--- src/hdl/bac_pkg.sv ---
// Package: shared types, action codes and a helper function of the BCD alarm clock.
package bac_pkg;

    localparam int unsigned DAY_MINUTES = 1440;
    localparam logic [15:0] TPS_RESET   = 16'd1000;

    typedef enum logic [2:0] {
        ACT_TICK     = 3'd0,
        ACT_SET_TIME = 3'd1,
        ACT_SET_ALRM = 3'd2,
        ACT_TOGGLE   = 3'd3,
        ACT_SNOOZE   = 3'd4,
        ACT_CANCEL   = 3'd5
    } t_action;

    typedef struct packed {
        logic [2:0] action;
        logic [1:0] hour_tens;
        logic [3:0] hour_units;
        logic [2:0] minute_tens;
        logic [3:0] minute_units;
        logic [2:0] second_tens;
        logic [3:0] second_units;
        logic [7:0] snooze_minutes;
    } t_item;

    typedef struct packed {
        logic [15:0] prescale;
        logic [1:0]  ht;
        logic [3:0]  hu;
        logic [2:0]  mt;
        logic [3:0]  mu;
        logic [2:0]  st;
        logic [3:0]  su;
        logic        time_set;
        logic [1:0]  a_ht;
        logic [3:0]  a_hu;
        logic [2:0]  a_mt;
        logic [3:0]  a_mu;
        logic        alarm_en;
        logic [10:0] offset;
    } t_clk_state;

    typedef struct packed {
        logic [15:0] tick_phase;
        logic [1:0]  cur_hour_tens;
        logic [3:0]  cur_hour_units;
        logic [2:0]  cur_minute_tens;
        logic [3:0]  cur_minute_units;
        logic [2:0]  cur_second_tens;
        logic [3:0]  cur_second_units;
        logic        time_valid;
        logic        alarm_armed;
        logic        alarm_ring;
        logic        alarm_quiet;
    } t_result;

    // minute of the day from raw digits, not reduced (max 2785)
    function automatic logic [11:0] minute_of_day(input logic [1:0] ht, input logic [3:0] hu,
                                                  input logic [2:0] mt, input logic [3:0] mu);
        logic [11:0] hours;
        hours = 12'(ht) * 12'd10 + 12'(hu);
        return hours * 12'd60 + 12'(mt) * 12'd10 + 12'(mu);
    endfunction

endpackage

--- src/hdl/bac_req_if.sv ---
// Interface: request channel carrying one clock action and its digits.
interface bac_req_if;
    logic       valid;
    logic       ready;
    logic [2:0] action;
    logic [1:0] hour_tens;
    logic [3:0] hour_units;
    logic [2:0] minute_tens;
    logic [3:0] minute_units;
    logic [2:0] second_tens;
    logic [3:0] second_units;
    logic [7:0] snooze_minutes;

    modport source (
        output valid, action, hour_tens, hour_units, minute_tens, minute_units,
               second_tens, second_units, snooze_minutes,
        input  ready
    );
    modport sink (
        input  valid, action, hour_tens, hour_units, minute_tens, minute_units,
               second_tens, second_units, snooze_minutes,
        output ready
    );
endinterface

--- src/hdl/bac_rsp_if.sv ---
// Interface: result channel carrying the clock status after each request.
interface bac_rsp_if;
    logic        valid;
    logic        ready;
    logic [15:0] tick_phase;
    logic [1:0]  cur_hour_tens;
    logic [3:0]  cur_hour_units;
    logic [2:0]  cur_minute_tens;
    logic [3:0]  cur_minute_units;
    logic [2:0]  cur_second_tens;
    logic [3:0]  cur_second_units;
    logic        time_valid;
    logic        alarm_armed;
    logic        alarm_ring;
    logic        alarm_quiet;

    modport source (
        output valid, tick_phase, cur_hour_tens, cur_hour_units, cur_minute_tens,
               cur_minute_units, cur_second_tens, cur_second_units, time_valid,
               alarm_armed, alarm_ring, alarm_quiet,
        input  ready
    );
    modport sink (
        input  valid, tick_phase, cur_hour_tens, cur_hour_units, cur_minute_tens,
               cur_minute_units, cur_second_tens, cur_second_units, time_valid,
               alarm_armed, alarm_ring, alarm_quiet,
        output ready
    );
endinterface

--- src/hdl/bac_step.sv ---
// Next-state and result logic for one clock request.
module bac_step (
    input  bac_pkg::t_clk_state i_state,
    input  bac_pkg::t_item      i_item,
    input  logic [15:0]         i_tps,
    output bac_pkg::t_clk_state o_state,
    output bac_pkg::t_result    o_result
);
    import bac_pkg::*;

    localparam logic [12:0] DAY_13  = 13'(DAY_MINUTES);
    localparam logic [12:0] DAY2_13 = 13'(2 * DAY_MINUTES);
    localparam logic [10:0] DAY_11  = 11'(DAY_MINUTES);

    logic [15:0] limit;
    logic [1:0]  adv_ht;
    logic [3:0]  adv_hu;
    logic [2:0]  adv_mt;
    logic [3:0]  adv_mu;
    logic [2:0]  adv_st;
    logic [3:0]  adv_su;
    logic [11:0] now_min;
    logic [12:0] tgt_sum;
    logic [10:0] tgt_min;
    logic        match;
    logic [10:0] snz_sum;
    logic [10:0] snz_off;
    logic        ring;
    logic        quiet;
    t_clk_state  n_state;

    assign limit = (i_tps == 16'd0) ? 16'd0 : i_tps - 16'd1;

    // one-second advance with BCD carries; out-of-range digits carry early
    always_comb begin
        adv_ht = i_state.ht;
        adv_hu = i_state.hu;
        adv_mt = i_state.mt;
        adv_mu = i_state.mu;
        adv_st = i_state.st;
        adv_su = i_state.su;
        if (i_state.su < 4'd9) begin
            adv_su = i_state.su + 4'd1;
        end else begin
            adv_su = '0;
            if (i_state.st < 3'd5) begin
                adv_st = i_state.st + 3'd1;
            end else begin
                adv_st = '0;
                if (i_state.mu < 4'd9) begin
                    adv_mu = i_state.mu + 4'd1;
                end else begin
                    adv_mu = '0;
                    if (i_state.mt < 3'd5) begin
                        adv_mt = i_state.mt + 3'd1;
                    end else begin
                        adv_mt = '0;
                        if (i_state.ht >= 2'd2 && i_state.hu >= 4'd3) begin
                            adv_ht = '0;
                            adv_hu = '0;
                        end else if (i_state.hu >= 4'd9) begin
                            adv_hu = '0;
                            adv_ht = i_state.ht + 2'd1;
                        end else begin
                            adv_hu = i_state.hu + 4'd1;
                        end
                    end
                end
            end
        end
    end

    // alarm target: (alarm minute + offset) mod day, sum stays below three days
    assign now_min = minute_of_day(adv_ht, adv_hu, adv_mt, adv_mu);
    assign tgt_sum = 13'(minute_of_day(i_state.a_ht, i_state.a_hu, i_state.a_mt, i_state.a_mu))
                   + 13'(i_state.offset);
    always_comb begin
        if (tgt_sum >= DAY2_13) begin
            tgt_min = 11'(tgt_sum - DAY2_13);
        end else if (tgt_sum >= DAY_13) begin
            tgt_min = 11'(tgt_sum - DAY_13);
        end else begin
            tgt_min = 11'(tgt_sum);
        end
    end
    assign match = i_state.alarm_en && adv_st == 3'd0 && adv_su == 4'd0
                && now_min == 12'(tgt_min);

    assign snz_sum = i_state.offset + 11'(i_item.snooze_minutes);
    assign snz_off = (snz_sum >= DAY_11) ? snz_sum - DAY_11 : snz_sum;

    always_comb begin
        n_state = i_state;
        ring    = 1'b0;
        quiet   = 1'b0;
        case (t_action'(i_item.action))
            ACT_TICK: begin
                if (i_state.prescale >= limit) begin
                    n_state.prescale = '0;
                    if (i_state.time_set) begin
                        n_state.ht = adv_ht;
                        n_state.hu = adv_hu;
                        n_state.mt = adv_mt;
                        n_state.mu = adv_mu;
                        n_state.st = adv_st;
                        n_state.su = adv_su;
                        ring       = match;
                    end
                end else begin
                    n_state.prescale = i_state.prescale + 16'd1;
                end
            end
            ACT_SET_TIME: begin
                n_state.ht       = i_item.hour_tens;
                n_state.hu       = i_item.hour_units;
                n_state.mt       = i_item.minute_tens;
                n_state.mu       = i_item.minute_units;
                n_state.st       = i_item.second_tens;
                n_state.su       = i_item.second_units;
                n_state.time_set = 1'b1;
            end
            ACT_SET_ALRM: begin
                n_state.a_ht     = i_item.hour_tens;
                n_state.a_hu     = i_item.hour_units;
                n_state.a_mt     = i_item.minute_tens;
                n_state.a_mu     = i_item.minute_units;
                n_state.alarm_en = 1'b1;
            end
            ACT_TOGGLE: begin
                n_state.alarm_en = !i_state.alarm_en;
                n_state.offset   = '0;
            end
            ACT_SNOOZE: begin
                n_state.offset = snz_off;
                quiet          = 1'b1;
            end
            ACT_CANCEL: begin
                n_state.offset = '0;
                quiet          = 1'b1;
            end
            default: begin
            end
        endcase
    end

    assign o_state = n_state;

    always_comb begin
        o_result.tick_phase       = n_state.prescale;
        o_result.cur_hour_tens    = n_state.ht;
        o_result.cur_hour_units   = n_state.hu;
        o_result.cur_minute_tens  = n_state.mt;
        o_result.cur_minute_units = n_state.mu;
        o_result.cur_second_tens  = n_state.st;
        o_result.cur_second_units = n_state.su;
        o_result.time_valid       = n_state.time_set;
        o_result.alarm_armed      = n_state.alarm_en;
        o_result.alarm_ring       = ring;
        o_result.alarm_quiet      = quiet;
    end

endmodule

--- src/hdl/bcd_alarm_clock_unit.sv ---
// A request taken into the input reg passes into the result reg once the result reg can load.
// Throughput: one request per cycle unless stalled; the update is one pass from input reg to result reg.
// While a stalled result waits, the input reg still takes one request, then ready drops.
// Reset: synchronous, active low; clears time, alarm, snooze offset, prescaler and both
// valid flags, and loads ticks_per_second with 1000.
module bcd_alarm_clock_unit (
    input  logic        i_clk,
    input  logic        i_rst_n,
    input  logic        i_cfg_we,
    input  logic [15:0] i_cfg_wdata,
    bac_req_if.sink     i_req,
    bac_rsp_if.source   o_rsp
);
    import bac_pkg::*;

    logic        r_in_valid;
    t_item       r_item;
    logic        r_out_valid;
    t_result     r_result;
    t_clk_state  r_state;
    logic [15:0] r_tps;

    t_clk_state  n_state;
    t_result     n_result;
    logic        w_out_load;
    logic        w_step;
    logic        w_in_take;

    assign w_out_load  = !r_out_valid || o_rsp.ready;
    assign w_step      = r_in_valid && w_out_load;
    assign i_req.ready = !r_in_valid || w_out_load;
    assign w_in_take   = i_req.valid && i_req.ready;

    bac_step u_step (
        .i_state  (r_state),
        .i_item   (r_item),
        .i_tps    (r_tps),
        .o_state  (n_state),
        .o_result (n_result)
    );

    always_ff @(posedge i_clk) begin
        if (!i_rst_n) begin
            r_in_valid  <= 1'b0;
            r_out_valid <= 1'b0;
            r_state     <= '0;
            r_tps       <= TPS_RESET;
        end else begin
            if (i_cfg_we) begin
                r_tps <= i_cfg_wdata;
            end
            if (i_req.ready) begin
                r_in_valid <= i_req.valid;
            end
            if (w_out_load) begin
                r_out_valid <= r_in_valid;
            end
            if (w_step) begin
                r_state <= n_state;
            end
        end
    end

    always_ff @(posedge i_clk) begin
        if (w_in_take) begin
            r_item.action         <= i_req.action;
            r_item.hour_tens      <= i_req.hour_tens;
            r_item.hour_units     <= i_req.hour_units;
            r_item.minute_tens    <= i_req.minute_tens;
            r_item.minute_units   <= i_req.minute_units;
            r_item.second_tens    <= i_req.second_tens;
            r_item.second_units   <= i_req.second_units;
            r_item.snooze_minutes <= i_req.snooze_minutes;
        end
        if (w_step) begin
            r_result <= n_result;
        end
    end

    assign o_rsp.valid            = r_out_valid;
    assign o_rsp.tick_phase       = r_result.tick_phase;
    assign o_rsp.cur_hour_tens    = r_result.cur_hour_tens;
    assign o_rsp.cur_hour_units   = r_result.cur_hour_units;
    assign o_rsp.cur_minute_tens  = r_result.cur_minute_tens;
    assign o_rsp.cur_minute_units = r_result.cur_minute_units;
    assign o_rsp.cur_second_tens  = r_result.cur_second_tens;
    assign o_rsp.cur_second_units = r_result.cur_second_units;
    assign o_rsp.time_valid       = r_result.time_valid;
    assign o_rsp.alarm_armed      = r_result.alarm_armed;
    assign o_rsp.alarm_ring       = r_result.alarm_ring;
    assign o_rsp.alarm_quiet      = r_result.alarm_quiet;

    // a ring only comes with a valid, armed clock sitting on a whole minute
    a_ring_context: assert property (@(posedge i_clk) disable iff (!i_rst_n)
        (o_rsp.valid && o_rsp.alarm_ring) |->
            (o_rsp.time_valid && o_rsp.alarm_armed &&
             o_rsp.cur_second_tens == 3'd0 && o_rsp.cur_second_units == 4'd0))
        else $error("alarm ring outside a whole armed minute");

    a_ring_quiet: assert property (@(posedge i_clk) disable iff (!i_rst_n)
        o_rsp.valid |-> !(o_rsp.alarm_ring && o_rsp.alarm_quiet))
        else $error("ring and quiet raised together");

    // clock state only moves when a request passes into the result reg
    a_state_hold: assert property (@(posedge i_clk) disable iff (!i_rst_n)
        !w_step |=> $stable(r_state))
        else $error("clock state changed without a request");

    // a stalled result must not be overwritten
    a_out_hold: assert property (@(posedge i_clk) disable iff (!i_rst_n)
        (r_out_valid && !o_rsp.ready) |=> (r_out_valid && $stable(r_result)))
        else $error("stalled result overwritten");

endmodule

--- src/flat_wrapper.sv ---
// flat-port wrapper written by rule: the top's interface ports become plain ports
module bcd_alarm_clock_unit_flat import bac_pkg::*;
  (i_clk, i_rst_n, i_cfg_we, i_cfg_wdata, i_req_valid, i_req_action, i_req_hour_tens, i_req_hour_units, i_req_minute_tens, i_req_minute_units, i_req_second_tens, i_req_second_units, i_req_snooze_minutes, i_req_ready, o_rsp_valid, o_rsp_tick_phase, o_rsp_cur_hour_tens, o_rsp_cur_hour_units, o_rsp_cur_minute_tens, o_rsp_cur_minute_units, o_rsp_cur_second_tens, o_rsp_cur_second_units, o_rsp_time_valid, o_rsp_alarm_armed, o_rsp_alarm_ring, o_rsp_alarm_quiet, o_rsp_ready);
  bac_req_if i_req_i ();
  bac_rsp_if o_rsp_i ();
  input  logic i_clk;
  input  logic i_rst_n;
  input  logic i_cfg_we;
  input  logic [15:0] i_cfg_wdata;
  input wire logic [$bits(i_req_i.valid)-1:0] i_req_valid;
  input wire logic [$bits(i_req_i.action)-1:0] i_req_action;
  input wire logic [$bits(i_req_i.hour_tens)-1:0] i_req_hour_tens;
  input wire logic [$bits(i_req_i.hour_units)-1:0] i_req_hour_units;
  input wire logic [$bits(i_req_i.minute_tens)-1:0] i_req_minute_tens;
  input wire logic [$bits(i_req_i.minute_units)-1:0] i_req_minute_units;
  input wire logic [$bits(i_req_i.second_tens)-1:0] i_req_second_tens;
  input wire logic [$bits(i_req_i.second_units)-1:0] i_req_second_units;
  input wire logic [$bits(i_req_i.snooze_minutes)-1:0] i_req_snooze_minutes;
  output wire logic [$bits(i_req_i.ready)-1:0] i_req_ready;
  output wire logic [$bits(o_rsp_i.valid)-1:0] o_rsp_valid;
  output wire logic [$bits(o_rsp_i.tick_phase)-1:0] o_rsp_tick_phase;
  output wire logic [$bits(o_rsp_i.cur_hour_tens)-1:0] o_rsp_cur_hour_tens;
  output wire logic [$bits(o_rsp_i.cur_hour_units)-1:0] o_rsp_cur_hour_units;
  output wire logic [$bits(o_rsp_i.cur_minute_tens)-1:0] o_rsp_cur_minute_tens;
  output wire logic [$bits(o_rsp_i.cur_minute_units)-1:0] o_rsp_cur_minute_units;
  output wire logic [$bits(o_rsp_i.cur_second_tens)-1:0] o_rsp_cur_second_tens;
  output wire logic [$bits(o_rsp_i.cur_second_units)-1:0] o_rsp_cur_second_units;
  output wire logic [$bits(o_rsp_i.time_valid)-1:0] o_rsp_time_valid;
  output wire logic [$bits(o_rsp_i.alarm_armed)-1:0] o_rsp_alarm_armed;
  output wire logic [$bits(o_rsp_i.alarm_ring)-1:0] o_rsp_alarm_ring;
  output wire logic [$bits(o_rsp_i.alarm_quiet)-1:0] o_rsp_alarm_quiet;
  input wire logic [$bits(o_rsp_i.ready)-1:0] o_rsp_ready;
  assign i_req_i.valid = i_req_valid;
  assign i_req_i.action = i_req_action;
  assign i_req_i.hour_tens = i_req_hour_tens;
  assign i_req_i.hour_units = i_req_hour_units;
  assign i_req_i.minute_tens = i_req_minute_tens;
  assign i_req_i.minute_units = i_req_minute_units;
  assign i_req_i.second_tens = i_req_second_tens;
  assign i_req_i.second_units = i_req_second_units;
  assign i_req_i.snooze_minutes = i_req_snooze_minutes;
  assign i_req_ready = i_req_i.ready;
  assign o_rsp_valid = o_rsp_i.valid;
  assign o_rsp_tick_phase = o_rsp_i.tick_phase;
  assign o_rsp_cur_hour_tens = o_rsp_i.cur_hour_tens;
  assign o_rsp_cur_hour_units = o_rsp_i.cur_hour_units;
  assign o_rsp_cur_minute_tens = o_rsp_i.cur_minute_tens;
  assign o_rsp_cur_minute_units = o_rsp_i.cur_minute_units;
  assign o_rsp_cur_second_tens = o_rsp_i.cur_second_tens;
  assign o_rsp_cur_second_units = o_rsp_i.cur_second_units;
  assign o_rsp_time_valid = o_rsp_i.time_valid;
  assign o_rsp_alarm_armed = o_rsp_i.alarm_armed;
  assign o_rsp_alarm_ring = o_rsp_i.alarm_ring;
  assign o_rsp_alarm_quiet = o_rsp_i.alarm_quiet;
  assign o_rsp_i.ready = o_rsp_ready;
  bcd_alarm_clock_unit u_core (.i_clk(i_clk), .i_rst_n(i_rst_n), .i_cfg_we(i_cfg_we), .i_cfg_wdata(i_cfg_wdata), .i_req(i_req_i), .o_rsp(o_rsp_i));
endmodule
--- config.mk ---
export PLATFORM = sky130hd
export DESIGN_NAME = bcd_alarm_clock_unit_flat
export DESIGN_NICKNAME = d
export VERILOG_FILES = /design/src/hdl/bac_pkg.sv /design/src/hdl/bac_req_if.sv /design/src/hdl/bac_rsp_if.sv /design/src/hdl/bac_step.sv /design/src/hdl/bcd_alarm_clock_unit.sv /design/src/flat_wrapper.sv
export SDC_FILE = /design/constraint.sdc
export NUM_CORES = 1
export LEC_CHECK = 0
export BUFFER_PORTS_ARGS = -buffer_cell sky130_fd_sc_hd__buf_2
export CAP_MARGIN = 20
export CELL_PAD_IN_SITES_DETAIL_PLACEMENT = 2
export CELL_PAD_IN_SITES_GLOBAL_PLACEMENT = 2
export CORE_UTILIZATION = 35
export DETAILED_ROUTE_END_ITERATION = 6
export GPL_TIMING_DRIVEN = 1
export PLACE_DENSITY = 0.84
export SYNTH_ARGS = -nofsm -noshare
export SYNTH_HDL_FRONTEND = slang
export SYNTH_HIERARCHICAL = 1
export SYNTH_SLANG_ARGS = --single-unit
--- constraint.sdc ---
create_clock -name i_clk -period 7.4 [get_ports i_clk]
set_clock_uncertainty 0.1 [all_clocks]
set_input_delay 0 -clock i_clk [delete_from_list [all_inputs] [get_ports i_clk]]
set_output_delay 0 -clock i_clk [all_outputs]
set_load 0.03 [all_outputs]
==> reports/qor.yml <==
synth_top_area_cell: "edfxtp_1"
die_y_um: 185.0
swShare: 0.2768
yosysSeqAreaShare: 0.3186
cp_max_fo: 8
min_path_type: "in -> reg"
vias_per_cell: 5.607
fmax_mhz: 128.7
path_cells: "ha_4 > fa_2 > inv_2 > fa_2 > fa_1 > inv_2 > fa_2 > ha_1 > ha_4 > o21a_1 > a21oi_2 > o21bai_1 > xor2_1 > ha_4 > a2111oi_4 > a21oi_2 > o32ai_1 > mux2i_1 > a311oi_4 > and2b_4 > nor2_1 > xor2_1 > o221ai_1 > nor4_4"
rrSetupSlack_ns: -0.37
syn_nets: 1438
ff2ff_path_depth: 24
gp_congestion: 0.8567
critPathSlowestCell: "fa_2"
numCtsBuffers: 17
cts_num_sinks: 151
hpwl_um: 26650
synth-edff-count: 71
cp-start-kind: "flip-flop"
slew_viol_final: 0
crit_family: "adder cells"
cts_tree: "done"
synth_common_cells: "nand2_1 (210), ha_1 (112), mux2i_1 (83)"
ant_nets: 0
htreeDepth: 4
postSynthCellCount: 1250
place_inst: 1728
die_w_um: 185.0
placed_cell_area_um2: 12320
antenna_found_initial: 1
grt_overflow: 0
fin_cells: 1826
status: "finished with violations"
cts.clk_slew.worst_paths_ns: 0.07
drive_gt1_frac: 0.1814
nFillCells: 3501
rr_startpoint: "u_core/r_state[23]"
cts.path.max_buffers: 2
p_int_uw: 1639
r2r_end: "u_core/o_rsp.alarm_ring"
die_area_um2: 34210
ir_worst_vdd_mv: 0.2121
seqPwrFrac: 0.412
row_count: 66
power_frac_clock: 0.427
grt_pass1_vias: 11248
maxCapViolations: 0
p_comb_frac: 0.161
cp.required_ns: 7.55
first_pass_iters: 5
fin_util: 0.4262
wire_per_inst_um: 24.30
async_flop_share: 0
drcViolationCount: 0
finalHoldViolCount: 0
critPathCaptureType: "flip-flop"
crit_type: "reg -> reg"
finalSetupViolations: 1
netSwitchingPower_uw: 627.1
synth_cell_types: 82
period_minus_slack_ns: 7.772
power_density_nw_per_um2: 162.6
portBuffers: 93
multiInputGateArea_um2: 7446
drtIter0Drc: 622
core-area_um2: 32700
area_growth_pct: 18.94
crit_end: "u_core/o_rsp.alarm_ring"
max_stage_delay_ns: 0.65
tightest_slew_ns: 1.028
synth-seq-cells: 151
grt_max_degree: 79
nets: 1559
regArea_um2: 3740
syn-cell-area_um2: 11720
cts_root_buf: "clkbuf_16"
synth.top_cells.by_area: "edfxtp_1 (18%), dfxtp_1 (14%), ha_1 (12%)"
violations: "setup timing"
start_util: 0.3583
grt_pass1_wl_um: 63580
antenna_cells: 0
startpoint: "u_core/r_state[23]"
synth_area_per_cell_um2: 9.374
cp.arrival_ns: 7.92
vias: 10239
wl_um: 44360
dominantRegCellSynth: "dfxtp_1"
cp.depth: 24
worst_slack_ns: -0.3725
fin_crit_sh: 1.050
grt_usage: 0.2452
final_cell_area_um2: 13940
slew-limit-headroom: 0.3146
synthMostInstantiatedCell: "nand2_1"
cellLeakagePower_uw: 0.006097
ys_warn_count: 6
pin_count: 94
crit_buf_inv: 2
insertion_delay_ns: 0.46
synth_top_area_frac: 0.1820
[kinds of logic (layout without fill, tap and decap cells)]
kind of cell | Yosys count | after routing | share of synthesized area
AO/OA/AOI/OAI | 215 | 215 | 0.1324
XOR/XNOR | 86 | 86 | 0.06610
adder cells (fa/ha/maj) | 136 | 136 | 0.1606
buffers and inverters | 156 | 290 | 0.07507
flip-flops | 151 | 151 | 0.3186
multiplexers | 96 | 96 | 0.08340
AND/OR/NAND/NOR | 410 | 410 | 0.1638
[state kept, by name, indices dropped and copies added, names as in the netlist, 2 cells and up]
name,flops
u_core/o_rsp.cur_hour_units,4
u_core/r_state,62
u_core/r_item,31
u_core/o_rsp.tick_phase,16
u_core/o_rsp.cur_minute_units,4
u_core/o_rsp.cur_hour_tens,2
u_core/r_tps,16
u_core/o_rsp.cur_second_tens,3
u_core/o_rsp.cur_minute_tens,3
u_core/o_rsp.cur_second_units,4
[cell usage in the layout (no fill, tap or decap), types with 6 or more instances in the layout]
cell,Yosys,routed
a21o_1,23,23
a21oi_1,54,42
a21oi_2,0,10
a221o_1,16,16
a22o_1,6,6
and2_1,10,8
and3_1,9,9
buf_2,9,92
buf_4,43,33
clkbuf_16,0,21
dfxtp_1,80,77
dlygate4sd3_1,0,55
edfxtp_1,71,71
fa_1,24,19
ha_1,112,101
ha_4,0,8
inv_1,78,72
inv_2,0,6
mux2_2,13,12
mux2i_1,83,83
nand2_1,210,210
nand2b_1,14,14
nand3_1,24,24
nand4_1,6,6
nor2_1,56,56
nor2b_1,20,20
nor3_1,19,19
o211ai_1,7,7
o21ai_0,40,34
o21bai_1,9,9
or3_1,12,11
xnor2_1,43,37
xor2_1,41,40
[worst min path at each step]
stage,from,end,cells past startpoint
2_1_floorplan,i_req_snooze_minutes[0],u_core/r_item[0],0
3_3_place_gp,i_req_snooze_minutes[7],u_core/r_item[7],1
3_5_place_dp,i_req_snooze_minutes[7],u_core/r_item[7],1
4_1_cts,i_rst_n,u_core/r_state[2],3
5_1_grt,i_cfg_we,u_core/r_tps[9],3
6_report,i_cfg_we,u_core/r_tps[9],3
[tightest hold or removal path, stage by stage]
cell	delay, ns
buf_2	0.27
mux2i_1	0.19
nand2_1	0.08
[through the flow]
| step | TNS, ns | hold WS [ns] | setup WS, ns | total power (uW) |
|---|---|---|---|---|
| 3_3_place_gp | 0 | 0.07677 | 0.3201 | 1217 |
| 6_report | -0.3725 | 0.02123 | -0.3725 | 2266 |
| 4_1_cts | 0 | 0.001179 | 0.007807 | 2222 |
| 2_1_floorplan | 0 | -0.001131 | 0.2719 | 1154 |
| 3_5_place_dp | -0.1513 | 0.07826 | -0.1513 | 1237 |
| 5_1_grt | -0.5002 | 0.05027 | -0.5002 | 2338 |
[power groups by stage]
| stage | Combinational [uW] | Sequential (uW) | Clock (uW) |
|---|---|---|---|
| after floorplan | 197 | 957 | 0 |
| after CTS | 317 | 931 | 974 |
| after global placement | 271 | 946 | 0 |
| after global routing | 386 | 935 | 1020 |
| final | 364 | 933 | 968 |
| after detailed placement | 289 | 948 | 0 |
[cell type report]
cell class / instances / share of cell area
clock buffers: 28 / 0.04318
clock inverters: 4 / 0.003232
flip-flops and latches: 151 / 0.2683
well taps: 442 / 0.03968
inverters: 78 / 0.02101
multi-input cells: 943 / 0.5342
repair buffers: 180 / 0.09031
[layer usage]
| metal | routed length [um] | part of all wire | vias to the layer above | track usage |
|---|---|---|---|---|
| met5 | 0 | 0 | - | 0 |
| met4 | 2197 | 0.050 | 0 | 0.1174 |
| met1 | 17500 | 0.39 | 5200 | 0.2771 |
| met3 | 1612 | 0.036 | 123 | 0.03834 |
| met2 | 23060 | 0.52 | 316 | 0.4472 |
| li1 | - | - | 4600 | - |
[timing repair]
item                       CTS  global route
hold endpoints to repair    49             0
gates resized for setup      4            74
setup endpoints to repair    1             1
setup buffers                0            11
hold buffers                55             0
pin swaps                    0            24
No activity file was read; power rests on OpenSTA's default activity.
